### config.mk
export PLATFORM = sky130hd
export DESIGN_NAME = semaphore_blocked_queue_table
export DESIGN_NICKNAME = d
export VERILOG_FILES = /design/src/hdl/sbqt_pkg.sv /design/src/hdl/sbqt_keymatch.sv /design/src/hdl/semaphore_blocked_queue_table.sv
export SDC_FILE = /design/constraint.sdc
export NUM_CORES = 2
export LEC_CHECK = 0
export BUFFER_PORTS_ARGS = -buffer_cell sky130_fd_sc_hd__buf_2
export CAP_MARGIN = 20
export CORE_MARGIN = 2
export CORE_UTILIZATION = 45
export CTS_BUF_LIST = sky130_fd_sc_hd__clkbuf_8
export DETAILED_ROUTE_END_ITERATION = 8
export PLACE_DENSITY_LB_ADDON = 0.25
export SYNTH_ARGS = -nofsm -noshare
export SYNTH_HDL_FRONTEND = slang
export SYNTH_SLANG_ARGS = --single-unit
### constraint.sdc
create_clock -name clk -period 7.8 [get_ports clk]
set_input_delay 1.17 -clock clk [delete_from_list [all_inputs] [get_ports clk]]
set_output_delay 1.17 -clock clk [all_outputs]
set_load 0.02 [all_outputs]
### src/hdl/sbqt_pkg.sv
// Package: status codes, request modes and shared types for the semaphore queue table.
`default_nettype none
package sbqt_pkg;

  typedef enum logic [1:0] {
    MODE_BLOCK   = 2'd0,
    MODE_UNBLOCK = 2'd1,
    MODE_REMOVE  = 2'd2,
    MODE_QUERY   = 2'd3
  } mode_t;

  typedef enum logic [1:0] {
    ST_OK       = 2'd0,
    ST_NOFREE   = 2'd1,
    ST_NOTFOUND = 2'd2
  } status_t;

  typedef enum logic [1:0] {
    S_IDLE,
    S_EXEC,
    S_OUT
  } state_t;

  localparam int KEY_W  = 32;
  localparam int PROC_W = 5;

endpackage
`default_nettype wire

### src/hdl/sbqt_keymatch.sv
// Key match and free-descriptor search over the descriptor key table.
`default_nettype none
module sbqt_keymatch #(
  parameter int NUM_PROCS = 32
) (
  input  wire logic                          clk,
  input  wire logic                          wr_en,
  input  wire logic [$clog2(NUM_PROCS)-1:0]  wr_idx,
  input  wire logic [31:0]                   wr_key,
  input  wire logic [NUM_PROCS-1:0]          valid,
  input  wire logic [31:0]                   key,
  output logic                               hit,
  output logic [$clog2(NUM_PROCS)-1:0]       hit_idx,
  output logic                               free_ok,
  output logic [$clog2(NUM_PROCS)-1:0]       free_idx
);
  localparam int DW = $clog2(NUM_PROCS);

  // keys sit in flops: every entry is compared at once
  logic [31:0] key_r [NUM_PROCS];

  always_ff @(posedge clk) begin
    if (wr_en) begin
      key_r[wr_idx] <= wr_key;
    end
  end

  always_comb begin
    hit      = 1'b0;
    hit_idx  = '0;
    free_ok  = 1'b0;
    free_idx = '0;
    for (int d = NUM_PROCS - 1; d >= 0; d--) begin
      if (valid[d] && key_r[d] == key) begin
        hit     = 1'b1;
        hit_idx = DW'(d);
      end
      if (!valid[d]) begin
        free_ok  = 1'b1;
        free_idx = DW'(d);
      end
    end
  end
endmodule
`default_nettype wire

### src/hdl/semaphore_blocked_queue_table.sv
// Top level: semaphore descriptor table with per-semaphore FIFOs of blocked processes.
//
// One request per input word (mode, sem_key, proc_id), one result word per request
// (status, proc_valid, result_proc). Modes: block, unblock head, remove a given
// process, query head.
// The accept edge registers the word and reads the per-process links
// (next/prev/descriptor, registered read). The next edge does the key match, reads
// head/tail, writes back and loads the result, which is then offered.
// A new word is taken only once the result has left, so one word is finished before
// the next is accepted; the spacing is set by the read-modify-write of the link
// memories plus the state in which the result is handed over.
// Reset clears descriptor valid and process blocked bits; all link memories are then
// read only after being written. No clearing pass is needed.
// While out_stall is high the result word holds and in_stall stays high.
`default_nettype none
module semaphore_blocked_queue_table #(
  parameter int NUM_PROCS = 32
) (
  input  wire logic                       clk,
  input  wire logic                       rst_n,
  input  wire logic                       in_valid,
  output logic                            in_stall,
  input  wire logic [1:0]                 in_mode,
  input  wire logic [31:0]                in_sem_key,
  input  wire logic [4:0]                 in_proc_id,
  output logic                            out_valid,
  input  wire logic                       out_stall,
  output logic [1:0]                      out_status,
  output logic                            out_proc_valid,
  output logic [4:0]                      out_result_proc
);
  import sbqt_pkg::*;

  localparam int DW = $clog2(NUM_PROCS);

  state_t state_r, state_nxt;

  logic [1:0]  mode_r;
  logic [31:0] key_r;
  logic [4:0]  pid_r;
  logic [DW-1:0] p_r;
  logic        prange_r;

  logic [NUM_PROCS-1:0] dvalid_r, dvalid_nxt;
  logic [NUM_PROCS-1:0] blocked_r, blocked_nxt;

  // link memories
  logic [DW-1:0] head_m [NUM_PROCS];
  logic [DW-1:0] tail_m [NUM_PROCS];
  logic [DW-1:0] next_m [NUM_PROCS];
  logic [DW-1:0] prev_m [NUM_PROCS];
  logic [DW-1:0] pdesc_m [NUM_PROCS];

  logic [DW-1:0] pnext_q, pprev_q, pdesc_q;

  logic          hit, free_ok;
  logic [DW-1:0] hit_idx, free_idx;

  logic [1:0] ost_r, ost_nxt;
  logic       opv_r, opv_nxt;
  logic [4:0] orp_r, orp_nxt;

  // descriptor choice for this request
  logic [DW-1:0] d;
  logic          d_ok;
  logic [DW-1:0] dhead_q, dtail_q;

  logic          key_we;
  logic          hd_we, tl_we, nx_we, pv_we, pd_we;
  logic [DW-1:0] hd_a, tl_a, nx_a, pv_a;
  logic [DW-1:0] hd_d, tl_d, nx_d, pv_d;

  sbqt_keymatch #(.NUM_PROCS(NUM_PROCS)) u_match (
    .clk      (clk),
    .wr_en    (key_we),
    .wr_idx   (free_idx),
    .wr_key   (key_r),
    .valid    (dvalid_r),
    .key      (key_r),
    .hit      (hit),
    .hit_idx  (hit_idx),
    .free_ok  (free_ok),
    .free_idx (free_idx)
  );

  assign in_stall        = (state_r != S_IDLE);
  assign out_valid       = (state_r == S_OUT);
  assign out_status      = ost_r;
  assign out_proc_valid  = opv_r;
  assign out_result_proc = orp_r;

  always_comb begin
    state_nxt = state_r;
    case (state_r)
      S_IDLE:  if (in_valid) state_nxt = S_EXEC;
      S_EXEC:  state_nxt = S_OUT;
      S_OUT:   if (!out_stall) state_nxt = S_IDLE;
      default: state_nxt = S_IDLE;
    endcase
  end

  // the key table sits in flops; head/tail are read combinationally by the matched
  // index (for remove, the stored descriptor); process links come from the registered memory read.
  always_comb begin
    if (mode_r == MODE_REMOVE) begin
      d    = pdesc_q;
      d_ok = prange_r && blocked_r[p_r] && dvalid_r[pdesc_q];
    end else begin
      d    = hit_idx;
      d_ok = hit;
    end
  end

  assign dhead_q = head_m[d];
  assign dtail_q = tail_m[d];

  always_comb begin
    dvalid_nxt  = dvalid_r;
    blocked_nxt = blocked_r;
    ost_nxt = ost_r;
    opv_nxt = opv_r;
    orp_nxt = orp_r;
    key_we = 1'b0;
    hd_we = 1'b0; tl_we = 1'b0; nx_we = 1'b0; pv_we = 1'b0; pd_we = 1'b0;
    hd_a = d; tl_a = d; nx_a = dtail_q; pv_a = p_r;
    hd_d = p_r; tl_d = p_r; nx_d = p_r; pv_d = dtail_q;
    if (state_r == S_EXEC) begin
      ost_nxt = ST_OK;
      opv_nxt = 1'b0;
      orp_nxt = '0;
      case (mode_t'(mode_r))
        MODE_BLOCK: begin
          if (!prange_r) begin
            ost_nxt = ST_NOTFOUND;
          end else if (!blocked_r[p_r]) begin
            if (hit) begin
              nx_we = 1'b1;
              pv_we = 1'b1;
              tl_we = 1'b1;
              pd_we = 1'b1;
              blocked_nxt[p_r] = 1'b1;
            end else if (free_ok) begin
              key_we = 1'b1;
              hd_we = 1'b1; tl_we = 1'b1;
              hd_a = free_idx; tl_a = free_idx;
              dvalid_nxt[free_idx] = 1'b1;
              pd_we = 1'b1;
              blocked_nxt[p_r] = 1'b1;
            end else begin
              ost_nxt = ST_NOFREE;
            end
          end
        end
        MODE_UNBLOCK, MODE_QUERY: begin
          if (!d_ok) begin
            ost_nxt = ST_NOTFOUND;
          end else begin
            opv_nxt = 1'b1;
            orp_nxt = 5'(dhead_q);
            if (mode_r == MODE_UNBLOCK) begin
              blocked_nxt[dhead_q] = 1'b0;
              if (dhead_q == dtail_q) begin
                dvalid_nxt[d] = 1'b0;
              end else begin
                hd_we = 1'b1;
                hd_d  = next_m[dhead_q];
              end
            end
          end
        end
        default: begin
          if (!d_ok) begin
            ost_nxt = ST_NOTFOUND;
          end else begin
            opv_nxt = 1'b1;
            orp_nxt = pid_r;
            blocked_nxt[p_r] = 1'b0;
            if (dhead_q == p_r && dtail_q == p_r) begin
              dvalid_nxt[d] = 1'b0;
            end else if (dhead_q == p_r) begin
              hd_we = 1'b1; hd_d = pnext_q;
            end else if (dtail_q == p_r) begin
              tl_we = 1'b1; tl_d = pprev_q;
            end else begin
              nx_we = 1'b1; nx_a = pprev_q; nx_d = pnext_q;
              pv_we = 1'b1; pv_a = pnext_q; pv_d = pprev_q;
            end
          end
        end
      endcase
    end
  end

  always_ff @(posedge clk) begin
    if (hd_we) head_m[hd_a] <= hd_d;
    if (tl_we) tail_m[tl_a] <= tl_d;
    if (nx_we) next_m[nx_a] <= nx_d;
    if (pv_we) prev_m[pv_a] <= pv_d;
    if (pd_we) pdesc_m[p_r] <= (hit ? hit_idx : free_idx);
  end

  // registered read of the per-process links, addressed by the incoming word, and of the word itself
  always_ff @(posedge clk) begin
    if (state_r == S_IDLE && in_valid) begin
      pnext_q <= next_m[in_proc_id[DW-1:0]];
      pprev_q <= prev_m[in_proc_id[DW-1:0]];
      pdesc_q <= pdesc_m[in_proc_id[DW-1:0]];
      mode_r   <= in_mode;
      key_r    <= in_sem_key;
      pid_r    <= in_proc_id;
      p_r      <= in_proc_id[DW-1:0];
      prange_r <= (32'(in_proc_id) < NUM_PROCS);
    end
    ost_r <= ost_nxt;
    opv_r <= opv_nxt;
    orp_r <= orp_nxt;
  end

  always_ff @(posedge clk) begin
    if (!rst_n) begin
      state_r   <= S_IDLE;
      dvalid_r  <= '0;
      blocked_r <= '0;
    end else begin
      state_r   <= state_nxt;
      dvalid_r  <= dvalid_nxt;
      blocked_r <= blocked_nxt;
    end
  end
endmodule
`default_nettype wire

# After elaboration in Yosys (flattened, before gate mapping)
# Memory sizes are Yosys's and may differ from the RTL's. A register that Yosys moved wholly into a read port is not among the register bits.
# Index checks and enable logic that the tools add are counted.
word_totals:
  latch_bits: 0
  mem_count: 6
  rom_bits: 0
  ramBits: 1824
  out_inout_bits: 10
  word_cells: 373
  inputBits: 43
  regBits: 113
memory_table:
  columns: ["memory", "depth", "width", "rd", "rd_clocked_by_memory_dff", "wr", "line_no", "text"]
  rows:
  - ["u_match.key_r", 32, 32, 32, 0, 1, "sbqt_keymatch.sv:20", "logic [31:0] key_r [NUM_PROCS];"]
  - ["head_m", 32, 5, 1, 0, 1, "semaphore_blocked_queue_table.sv:48", "logic [DW-1:0] head_m [NUM_PROCS];"]
  - ["next_m", 32, 5, 2, 1, 1, "semaphore_blocked_queue_table.sv:50", "logic [DW-1:0] next_m [NUM_PROCS];"]
  - ["pdesc_m", 32, 5, 1, 1, 1, "semaphore_blocked_queue_table.sv:52", "logic [DW-1:0] pdesc_m [NUM_PROCS];"]
  - ["prev_m", 32, 5, 1, 1, 1, "semaphore_blocked_queue_table.sv:51", "logic [DW-1:0] prev_m [NUM_PROCS];"]
  - ["tail_m", 32, 5, 1, 0, 1, "semaphore_blocked_queue_table.sv:49", "logic [DW-1:0] tail_m [NUM_PROCS];"]
op_classes:
  mux: 243
  n_eq_ne: 49
  magnitude_cmp: 9
  reduce_logical: 49
  bitwise: 8
  n_shift: 0
  div_mod_pow: 0
  mul: 0
  add_sub_neg: 0
op_table:
  columns: ["op", "count"]
  rows:
  - ["$eq A32 B32 Y1", 32]
  - ["$mux W5", 98]
  - ["$mux W32", 14]
  - ["$pmux W32 S2", 2]
  - ["$mux W1", 113]
  - ["$and A32 B32 Y32", 3]
  - ["$not A32 Y32", 3]
  - ["$or A32 B32 Y32", 2]
  - ["$logic_and A1 B1 Y1", 39]
  - ["$lt A5 B6 Y1 const B", 5]
  - ["$demux W1 S5", 4]
  - ["$ge A5 B1 Y1 const B", 4]
  - ["$pmux W5 S2", 2]
  - ["$ne A2 B2 Y1 const B", 8]
  - ["$eq A5 B5 Y1", 3]
  - ["$bmux W1 S5", 2]
  - ["$reduce_and A9 Y1", 1]
  - ["$mux W2", 4]
  - ["$eq A2 B2 Y1 const B", 3]
  - ["$pmux W1 S2", 3]
  - ["$pmux W2 S3", 1]
  - ["$reduce_and A6 Y1", 1]
  - ["$eq A2 B1 Y1 const B", 2]
  - ["$logic_not A2 Y1", 2]
  - ["other kinds (6)", 7]

# Logic depth before layout (Yosys ltp)
# An unclocked memory read counts as a cell.
logic_depth:
  word_depth: 46
  depth_mapped: 28
  depth_no_buf: 18

# By module
# A second synthesis with hierarchy kept.
hier_totals:
  cells_unflattened: 5382
  hier_area_um2: 84608.6
modules_own_cells:
  columns: ["module", "area_each_um2", "n_inst", "seq_area_each_um2", "cells_each"]
  rows:
  - ["sbqt_keymatch", 43849.6, 1, 30749.5, 2720]
  - ["semaphore_blocked_queue_table", 40759.1, 1, 27206.1, 2662]

# Least setup slack after synthesis
# Ideal clock, no wire load.
synth_path:
  kind: "register to register"
  start: "register key_r[25]"
  end: "memory tail_m[0][0] (netlist bit) (data pin)"
  period_less_slack_ns: 7.049
  n_path_buf: 4
  setup_time_ns: 0.454
  required_ns: 7.346
  arrival_time_ns: 6.595
  path_stages_with_launch: 21
  setup_slack_ns: 0.751
  path_cell_list: "edfxtp_1 -> buf_2 -> buf_2 -> xor2_1 -> nor4_1 -> nand4_1 -> or4_1 -> a21oi_1 -> a211oi_1 -> o311a_1 -> nor2_1 -> buf_4 -> nor2_1 -> clkbuf_1 -> a22oi_1 -> o221ai_1 -> nor4b_4 -> xor2_1 -> nor4_4 -> o211ai_4 -> o21ai_0"
synth_via:
  elab_chain_len: 43
  word_cells_on_any_way: 141
  cone_classes: "eq/ne (34); mux (72); reduce/logical (33); memory (2)"
synth_lines:
  columns: ["item", "line_no", "text"]
  rows:
  - ["start: declaration", "semaphore_blocked_queue_table.sv:39", "logic [31:0] key_r;"]
  - ["start signal: assignment", "semaphore_blocked_queue_table.sv:209", "key_r <= in_sem_key;"]
  - ["$eq A32 B32 Y1", "sbqt_keymatch.sv:34", "if (valid[d] && key_r[d] == key) begin"]
  - ["$logic_and A1 B1 Y1", "sbqt_keymatch.sv:34", null]
  - ["$mux W5 (32 in a row)", "sbqt_keymatch.sv:34", null]
  - ["$mux W5", "semaphore_blocked_queue_table.sv:105", "if (mode_r == MODE_REMOVE) begin"]
  - ["$mem_v2 Z32 W5", null, null]
  - ["$eq A5 B5 Y1", "semaphore_blocked_queue_table.sv:178, semaphore_blocked_queue_table.sv:182", null]
  - ["$mux W5", "semaphore_blocked_queue_table.sv:182", "end else if (dtail_q == p_r) begin"]
  - ["$mux W5", "semaphore_blocked_queue_table.sv:180", "end else if (dhead_q == p_r) begin"]
  - ["$mux W5", "semaphore_blocked_queue_table.sv:178", "if (dhead_q == p_r && dtail_q == p_r) begin"]
  - ["$mux W5 *", "semaphore_blocked_queue_table.sv:172", "if (!d_ok) begin"]
  - ["$mux W5 *", "semaphore_blocked_queue_table.sv:131", "case (mode_t'(mode_r))"]
  - ["$mux W5 *", "semaphore_blocked_queue_table.sv:127", "if (state_r == S_EXEC) begin"]
  - ["net tl_d[0]", "semaphore_blocked_queue_table.sv:71", "logic [DW-1:0] hd_d, tl_d, nx_d, pv_d;"]
  - ["end: declaration", "semaphore_blocked_queue_table.sv:49", null]
# Mark *: on every way through the listed nets, which the timed path passes. The rest lies on a longest branch.

# Worst setup path after layout
layout_path:
  start: "register key_r[17]"
  end: "memory head_m[14][2] (netlist bit) (data pin)"
layout_via:
  elab_chain_len: 42
  word_cells_on_any_way: 145
  cone_classes: "eq/ne (35); mux (74); reduce/logical (33); memory (3)"
layout_lines:
  columns: ["item", "line_no", "text"]
  rows:
  - ["$eq A32 B32 Y1", "sbqt_keymatch.sv:34", null]
  - ["$logic_and A1 B1 Y1", "sbqt_keymatch.sv:34", null]
  - ["$mux W5 (32 in a row)", "sbqt_keymatch.sv:34", null]
  - ["$mux W5", "semaphore_blocked_queue_table.sv:105", null]
  - ["$mem_v2 Z32 W5, on equally long branches", null, null]
  - ["$mem_v2 Z32 W5 (tied with other cells)", null, null]
  - ["$mux W5 (tied with other cells)", "semaphore_blocked_queue_table.sv:162", "if (dhead_q == dtail_q) begin"]
  - ["$mux W5, on equally long branches", "semaphore_blocked_queue_table.sv:160, semaphore_blocked_queue_table.sv:178", null]
  - ["$mux W5, on equally long branches", "semaphore_blocked_queue_table.sv:155, semaphore_blocked_queue_table.sv:172", null]
  - ["$pmux W5 S2 *", "semaphore_blocked_queue_table.sv:131", null]
  - ["$mux W5 *", "semaphore_blocked_queue_table.sv:127", null]
  - ["net hd_d[2]", "semaphore_blocked_queue_table.sv:71", null]
  - ["end: declaration", "semaphore_blocked_queue_table.sv:48", null]
# Marks and branches as above.

==> flow_summary.json <==
{
  "cp_slowest_cell": "or4_1",
  "dr_total_vias": 56800,
  "cts_tree": "built",
  "drt-total-wl_mm": 274,
  "min_path_type": "primary input to register",
  "dpl.hpwl_mm": 187,
  "rsz0062_at_grt": "true",
  "antenna_found_initial": 8,
  "synth_area_sq_mm": 0.0874,
  "grt_pass1_wl_mm": 393,
  "clk_latency_ns": 1.07,
  "gp_congestion": 0.973,
  "hold_viol_final": 0,
  "grt.total_usage_pct": 27.3,
  "postCtsHoldBufs": 0,
  "overflow": 0,
  "path_clk_slew_ns": 0.06,
  "multiInputGateArea_sq_mm": 0.0284,
  "synthToLayoutAreaGrowth_pct": 17.3,
  "ant_nets": 0,
  "outcome": "complete, no violations",
  "worst_pin_slew_ns": 1.22,
  "netlist_instances": 5802,
  "synth.largest_area_cell": "edfxtp_1",
  "finalCritPeriodShare_pct": 99.4,
  "max_slew_margin_pct": 18.3,
  "synthTopCellsByArea": "edfxtp_1, xor2_1, mux4_2",
  "htree_levels": 5,
  "finalCriticalPeriod_ns": 7.76,
  "cts_buffers": 341,
  "layout.cells.non_filler": 9349,
  "drv_cap": 0,
  "ys.flop_type": "edfxtp_1",
  "arrival_ns": 8.62,
  "dp.cells": 8751,
  "ir_worst_vdd_mv": 0.169,
  "critPathMaxStageDelay_ns": 0.56,
  "syn_avg_cell_area_sq_um": 15.1,
  "end_kind": "register",
  "start_util_pct": 45.3,
  "synth_enable_flop_cells": 1886,
  "register_area_sq_mm": 0.0580,
  "clock_sinks": 1952,
  "grt_max_degree": 67,
  "p_per_area_mw_per_mm2": 218,
  "grt_pass1_vias": 55500,
  "yosys_warnings": 0,
  "critPathRequiredTime_ns": 8.66,
  "synth_top_area_share_pct": 64.8,
  "syn_nets": 5845,
  "fin_nets": 6623,
  "drtPass1Iterations": 6,
  "rows": 161,
  "dpl_cell_area_sq_mm": 0.0957,
  "max_freq_mhz": 129,
  "setup_viol": 0,
  "synth_seq_cells": 1952,
  "clockRootBuffer": "clkbuf_8",
  "ios": 53,
  "ys_seq_area_share_pct": 66.3,
  "cp-start-kind": "register",
  "final_core_util_pct": 53.2,
  "die_y_um": 445,
  "path_max_fanout": 32,
  "p_leak_nw": 34.6,
  "drt-initial-drc-count": 7275,
  "route.detailed.drc": 0,
  "die_area_sq_mm": 0.198,
  "ys_async_sr_fraction_pct": 0,
  "cts.path.max_buffers": 4,
  "final_max_slew_viol_count": 0,
  "core_area_sq_mm": 0.193,
  "fill_cells": 15700,
  "synthDistinctLibCells": 95,
  "io_buffer_count": 52,
  "cp_common_cell": "buf_4",
  "drive_gt1_share_pct": 22.6,
  "fin_skew_ns": 0.0860,
  "wl_per_cell_um": 29.3,
  "avgViaCountPerCell": 6.08,
  "die_w_um": 445,
  "crit_type": "register to register",
  "design_area_sq_mm": 0.103
}
==> sequential cells by signal, indices dropped and copies added (netlist names), 32 cells and up <==
register and flops:
dvalid_r 32, blocked_r 32, head_m 160, next_m 160, pdesc_m 160, prev_m 160
key_r 32, tail_m 160, u_match.key_r 1024
==> cell type report <==
class	count	area share (%)
Antenna cell	6	0.0146
Sequential cell	1952	56.5
Clock buffer	350	4.70
Multi-Input combinational cell	3526	27.7
Timing Repair Buffer	725	6.62
Inverter	34	0.125
Clock inverter	230	1.23
Tap cell	2526	3.08
==> power breakdown <==
| group | internal [mW] | leakage, nW | switching [mW] |
|---|---|---|---|
| sequential | 11.6 | 17.9 | 0.0512 |
| combinational | 0.691 | 13.1 | 1.29 |
| clock | 4.54 | 3.56 | 4.19 |
==> metrics by stage <==
stage	setup slack [ns]	TNS (ns)	hold slack [ns]	total power [mW]
after floorplan	0.751	0	0.524	12.8
after global placement	-1.41	-717.54	0.534	13.7
after detailed placement	-0.617	-99.31	0.540	13.7
after CTS	0.00770	0	0.191	22.4
after global routing	-0.0843	-2.36	0.233	23.0
final	0.0446	0	0.292	22.3
==> per-layer routing <==
layer	wire [um]	vias to the layer above	track usage, %
met5	28	-	0
met4	9370	4	9.55
met3	26300	542	5.78
met2	122000	3198	40.6
met1	117000	28800	39.7
li1	-	24200	-
==> critical path, delay by kind of cell (launching register included) <==
family	cells	cell delay, ns
compound gates	6	1.15
xor+xnor	1	0.20
buf+inv	13	2.58
flops	1	0.43
simple gates	11	3.09
==> final timing paths <==
path | from | to | slack [ns] | depth (start not counted)
min | in_sem_key[9] | key_r[9]$_DFFE_PP_ | 0.29 | 1
max reg2reg | key_r[17]$_DFFE_PP_ | head_m[14][2]$_DFFE_PP_ | 0.04 | 31
max | key_r[17]$_DFFE_PP_ | head_m[14][2]$_DFFE_PP_ | 0.04 | 31
min reg2reg | blocked_r[23]$_SDFFE_PN0P_ | blocked_r[23]$_SDFFE_PN0P_ | 0.56 | 2
==> cell usage in the layout (no fill, tap or decap), types with 68 or more instances in the layout <==
master,instances
a21oi_1,80
a22oi_1,78
buf_12,107
buf_4,552
clkbuf_8,351
edfxtp_1,1886
inv_1,151
mux2i_1,152
mux4_2,168
nand2_1,210
nand3_1,123
nand4_1,143
nor2_1,230
nor3_1,96
nor4_1,357
o21a_1,68
o21ai_0,74
xnor2_1,225
xor2_1,797
==> logic make-up after synthesis <==
group	count (synthesis)	share of synthesized area (%)
compound gates	582	4.77
xor+xnor	1029	10.3
buf+inv	324	2.06
flops	1952	66.3
mux	368	6.69
simple gates	1547	9.85
==> synth_stat cells (66+ instances only) <==
| library cell | count |
|---|---|
| buf_4 | 80 |
| o21a_1 | 68 |
| nor4_1 | 373 |
| xnor2_1 | 226 |
| nand3_1 | 123 |
| edfxtp_1 | 1886 |
| o21ai_0 | 83 |
| nor2_1 | 280 |
| buf_2 | 76 |
| nand4_1 | 143 |
| xor2_1 | 803 |
| mux4_2 | 168 |
| mux2i_1 | 154 |
| nor3_1 | 101 |
| dfxtp_1 | 66 |
| a22oi_1 | 78 |
| a21oi_1 | 83 |
| clkbuf_1 | 89 |
| nand2_1 | 215 |
==> repair_timing <==
action	CTS	global route
setup buffers	4	4
cloned	1	0
gates resized for setup	22	94
endpoints found under the setup margin	550	856
pin swaps	2	4
Power figures use the tool's default switching activity.
